--- src/sv/shp_pkg.sv ---
package shp_pkg;

   localparam int REQ_BITS = 3;
   localparam int IDX_BITS = 6;
   localparam int KEYF_BITS = 32;
   localparam int CNTF_BITS = 32;
   localparam int CSR_ADDR_BITS = 4;

   // store sizes and datapath widths of the core
   localparam int MAX_BINS = 64;
   localparam int KEY_BITS = KEYF_BITS;
   localparam int COUNT_BITS = CNTF_BITS;

   typedef enum logic [REQ_BITS-1:0] {
      REQ_WRITE_SPLIT = 3'd0,
      REQ_CLEAR       = 3'd1,
      REQ_COUNT       = 3'd2,
      REQ_READ        = 3'd3,
      REQ_PLACE       = 3'd4
   } req_code_type;

   typedef enum logic [CSR_ADDR_BITS-1:0] {
      CSR_BIN_MODE  = 4'h0,
      CSR_NUM_BINS  = 4'h4,
      CSR_FIRST_KEY = 4'h8,
      CSR_LAST_KEY  = 4'hC
   } csr_addr_type;

   // request word carried between front and back
   typedef struct packed {
      logic [REQ_BITS-1:0]  req_type;
      logic [IDX_BITS-1:0]  bin_index;
      logic [KEYF_BITS-1:0] key_value;
   } req_word_type;

   // result word
   typedef struct packed {
      logic [IDX_BITS-1:0]  bin_number;
      logic [CNTF_BITS-1:0] bin_count;
      logic [CNTF_BITS-1:0] dest_slot;
      logic                 out_of_range;
   } rsp_word_type;

   // configuration seen by the core
   typedef struct packed {
      logic       bin_mode;
      logic [6:0] num_bins;
      logic [31:0] first_key;
      logic [31:0] last_key;
   } cfg_type;

endpackage

--- src/sv/shp_front.sv ---
// accepts request words and queues them for the back end
module shp_front #(
   parameter int DEPTH = 2
) (
   input  logic                 clock,
   input  logic                 reset,
   input  logic                 in_valid,
   output logic                 in_ready,
   input  shp_pkg::req_word_type in_word,
   output logic                 q_valid,
   input  logic                 q_pop,
   output shp_pkg::req_word_type q_word
);
   import shp_pkg::*;

   localparam int PB = (DEPTH > 1) ? $clog2(DEPTH) : 1;

   req_word_type     mem_ff [DEPTH];
   logic [PB-1:0]    wp_ff, wp_in, rp_ff, rp_in;
   logic [PB:0]      cnt_ff, cnt_in;
   logic             push;

   assign in_ready = (cnt_ff != (PB+1)'(DEPTH));
   assign push = in_valid && in_ready;
   assign q_valid = (cnt_ff != '0);
   assign q_word = mem_ff[rp_ff];

   // pointer update
   always_comb begin
      wp_in = wp_ff;
      rp_in = rp_ff;
      cnt_in = cnt_ff;
      if (push) begin
         wp_in = (wp_ff == PB'(DEPTH-1)) ? '0 : wp_ff + 1'b1;
      end
      if (q_pop && q_valid) begin
         rp_in = (rp_ff == PB'(DEPTH-1)) ? '0 : rp_ff + 1'b1;
      end
      cnt_in = cnt_ff + (PB+1)'(push) - (PB+1)'(q_pop && q_valid);
   end

   always_ff @(posedge clock) begin
      if (reset) begin
         wp_ff <= '0;
         rp_ff <= '0;
         cnt_ff <= '0;
      end else begin
         wp_ff <= wp_in;
         rp_ff <= rp_in;
         cnt_ff <= cnt_in;
      end
   end

   // queue storage
   always_ff @(posedge clock) begin
      if (push) begin
         mem_ff[wp_ff] <= in_word;
      end
   end

endmodule

--- config.mk ---
export PLATFORM = sky130hd
export DESIGN_NAME = shp_front
export DESIGN_NICKNAME = d
export VERILOG_FILES = /design/src/sv/shp_pkg.sv /design/src/sv/shp_front.sv
export SDC_FILE = /design/constraint.sdc
export NUM_CORES = 1
export LEC_CHECK = 0
export BUFFER_PORTS_ARGS = -buffer_cell sky130_fd_sc_hd__buf_2
export CAP_MARGIN = 15
export CORE_MARGIN = 5
export CORE_UTILIZATION = 26
export CTS_CLUSTER_DIAMETER = 50
export DETAILED_ROUTE_END_ITERATION = 12
export SKIP_CTS_REPAIR_TIMING = 1
export SLEW_MARGIN = 30
export SYNTH_ARGS = -nofsm -noshare
export SYNTH_HDL_FRONTEND = slang
export SYNTH_SLANG_ARGS = --single-unit
--- constraint.sdc ---
create_clock -name clock -period 2.46 [get_ports clock]
set_input_delay 0.492 -clock clock [delete_from_list [all_inputs] [get_ports clock]]
set_output_delay 0.492 -clock clock [all_outputs]
set_load 0.1 [all_outputs]
==> results.py <==
metrics = {
    "outcome": {
        "status": "completed",
    },
    "yosys": {
        "synth_compound_area_share_pct": 1.60,
        "ys_warn_count": 0,
        "synth_edf_count": 82,
        "synthXorXnorAreaFrac_pct": 0.273,
        "synth_area_per_cell_um2": 20.4,
        "ys_ff_latch": 87,
        "yosys-mux-area-fraction_pct": 14.7,
        "synth_cells": 157,
        "async_flop_share_pct": 0,
        "synthesis.area_um2": 3210,
        "synth_cell_types": 22,
        "seq_area_frac_synth_pct": 79.9,
        "synthAdderAreaFrac_pct": 0.390,
        "yosys.area_share.simple_pct": 2.18,
        "synth_top_family_by_area": "multiplexers",
        "ys.flop_type": "edfxtp_1",
        "syn_nets": 203,
    },
    "clock_network": {
        "htree_levels": 3,
        "clockRootBuffer": "clkbuf_16",
        "clock-sinks": 87,
        "clk_pin_slew_worst_paths_ps": 60,
        "clock_latency_ps": 330,
        "clockBufferDepth": 2,
        "cts_made_buffers": 9,
        "cts_tree": "built",
    },
    "placed_design": {
        "post_dp_cell_area_um2": 3890,
        "hpwlAfterDp_um": 4100,
        "io_buffers": 87,
        "routabilityCongestion": 0.650,
    },
    "setup_path": {
        "reg2reg_to": "cnt_ff[1]$_SDFF_PP0_",
        "reg2reg_slack_ps": 880,
        "start_kind": "flip-flop",
        "r2r-start": "cnt_ff[1]$_SDFF_PP0_",
        "cp.arrival_ps": 1690,
        "end_kind": "primary output",
        "critical_path_class": "flip-flop to primary output",
        "path_max_fanout": 26,
        "critPathRequiredTime_ps": 1970,
        "r2r_cells": 6,
    },
    "run": {
        "max_cap_violations": 0,
    },
    "detailed_routing": {
        "wl_met1_um": 2410,
        "first_iter_violations": 138,
        "ant_nets": 0,
        "routedWlPerCell_um": 14.0,
        "routed_wl_um": 6000,
        "wl_met2_um": 3020,
        "viasPerCell": 4.07,
        "top_layer": "met4",
        "vias": 1740,
        "firstDrtPassIters": 4,
        "wl_met3_um": 423,
        "drc": 0,
    },
    "final_layout": {
        "diodes": 0,
        "drive_gt1_share_pct": 56.8,
        "final-seq-area_um2": 2560,
        "n_fill_cell": 1180,
        "stdcell_area_um2": 4140,
        "area_growth_syn_to_layout_pct": 29.1,
        "multiInputGateArea_um2": 619,
        "fin_nets": 302,
    },
    "power_and_ir_drop": {
        "power.density_nw_per_um2": 1220,
        "power_frac_seq_pct": 36.6,
        "p_sw_uw": 2190,
        "p_int_uw": 2860,
        "p_leak_uw": 0.00153,
        "clkPwrFrac_pct": 22.7,
        "pwr-share-comb_pct": 40.7,
        "ir_worst_vdd_mv": 0.436,
        "sw_frac_of_total_pct": 43.4,
    },
    "floorplan": {
        "rows": 40,
        "core_um2": 12100,
        "die_w_um": 121,
        "die_y_um": 121,
        "initial_utilization_pct": 26.6,
        "die_area_um2": 14700,
        "ios": 88,
    },
    "grt": {
        "grt.total_usage_pct": 8.75,
        "antenna_found_initial": 0,
        "grt_pass1_wl_um": 9550,
        "grt_max_degree": 27,
        "grt_pass1_vias": 1869,
        "grt_overflow_total": 0,
    },
    "min_path": {
        "holdPathEnd": "mem_ff[1][8]$_DFFE_PP_",
        "min-delay-start": "in_word[8]",
        "hp-class": "input pin to flip-flop",
        "hold_depth": 1,
    },
    "sta": {
        "hold_violations": 0,
        "min_period_ps": 2190,
        "rsz0062_at_grt": "no",
        "setup_viol": 0,
        "fin_worst_skew_ps": 4.65,
        "slew_headroom_pct": 67.0,
        "finalCritPeriodShare_pct": 88.9,
        "final_max_slew_viol_count": 0,
        "tightest_slew_ps": 499,
        "fin_setup_tns_ps": 0,
        "max_clock_freq_mhz": 457,
    },
}
[sequential cells by signal, summed over array words and instances (netlist names), named ones only]
signal  flops
mem_ff     82
cnt_ff      2
rp_ff       1
wp_ff       1
[synth_stat cells, drive strengths merged (2+ instances only)]
cell type	count	share of area (%)
edfxtp	82	77
nor2b	2	0.39
dfxtp	5	3.1
mux2	42	15
a21bo	2	0.62
buf	5	0.78
nor2	5	0.59
o21ai	2	0.31
[layout by cell type, fill, tap and decap left out]
| cell | Yosys | layout |
|---|---|---|
| a211oi_1 | 1 | 1 |
| a21bo_1 | 1 | 1 |
| a21bo_2 | 1 | 1 |
| a21oi_1 | 1 | 1 |
| a32oi_1 | 1 | 1 |
| and2b_1 | 1 | 1 |
| and3_2 | 0 | 1 |
| buf_12 | 0 | 1 |
| buf_2 | 5 | 87 |
| buf_4 | 0 | 5 |
| clkbuf_1 | 0 | 2 |
| clkbuf_16 | 0 | 9 |
| clkinv_1 | 0 | 2 |
| clkinv_2 | 0 | 1 |
| clkinvlp_4 | 0 | 1 |
| dfxtp_1 | 5 | 4 |
| dfxtp_2 | 0 | 1 |
| edfxtp_1 | 82 | 82 |
| ha_1 | 1 | 1 |
| mux2_1 | 4 | 4 |
| mux2_2 | 38 | 38 |
| nand2b_2 | 0 | 1 |
| nand3_1 | 1 | 1 |
| nand3b_1 | 1 | 1 |
| nor2_1 | 5 | 5 |
| nor2b_1 | 2 | 2 |
| o21ai_0 | 2 | 2 |
| or2_2 | 1 | 1 |
| xor2_1 | 1 | 1 |
[power groups by stage]
stage	registers, uW	clock network [uW]	logic (uW)
after global routing	1870	1260	2140
after CTS	1850	1200	2080
final	1850	1150	2050
after detailed placement	1880	0	2080
after global placement	1870	0	2070
after floorplan	1870	0	1780
[final cells by class]
class | instances | area share [%]
clock buffer | 11 | 5.62
clock inverter | 3 | 0.302
multi-input combinational | 64 | 15.0
sequential | 87 | 61.9
inverter | 1 | 0.181
timing repair buffer | 93 | 11.9
tap | 168 | 5.08
[stage by stage]
step	hold slack [ps]	total power [uW]	setup WS, ps	std cells	util [%]
6_report	346	5050	273	427	34.3
5_1_grt	331	5260	205	427	34.3
4_1_cts	327	5130	211	427	34.3
3_5_place_dp	487	3960	576	413	32.3
3_3_place_gp	488	3950	573	413	32.3
2_1_floorplan	472	3650	348	157	-
[logic make-up after synthesis]
family | count (synthesis)
AO/OA/AOI/OAI | 7
XOR/XNOR | 1
adder cells (fa/ha/maj) | 1
buffers and inverters | 6
flip-flops | 87
multiplexers | 42
AND/OR/NAND/NOR | 13
[worst max-delay path by stage]
stage	start	endpoint	depth (start not counted)
after floorplan	cnt_ff[0]$_SDFF_PP0_	mem_ff[0][0]$_DFFE_PP_	3
after global placement	flip-flop	q_word[25]	3
after detailed placement	flip-flop	q_word[25]	3
after CTS	flip-flop	q_word[25]	3
after global routing	flip-flop	q_word[25]	3
final	flip-flop	q_word[30]	3
[worst max-delay path, stage by stage, from the launching register on]
cell,delay [ps]
dfxtp_2,320
buf_4,330
mux2_2,390
buf_2,290
[routing by layer]
layer	vias to the layer above	global-route usage, %
met2	59	14.1
met1	858	9.72
met5	-	0
met4	0	4.89
li1	814	-
met3	9	3.64
Note: power is estimated with default switching activity, not from simulation.
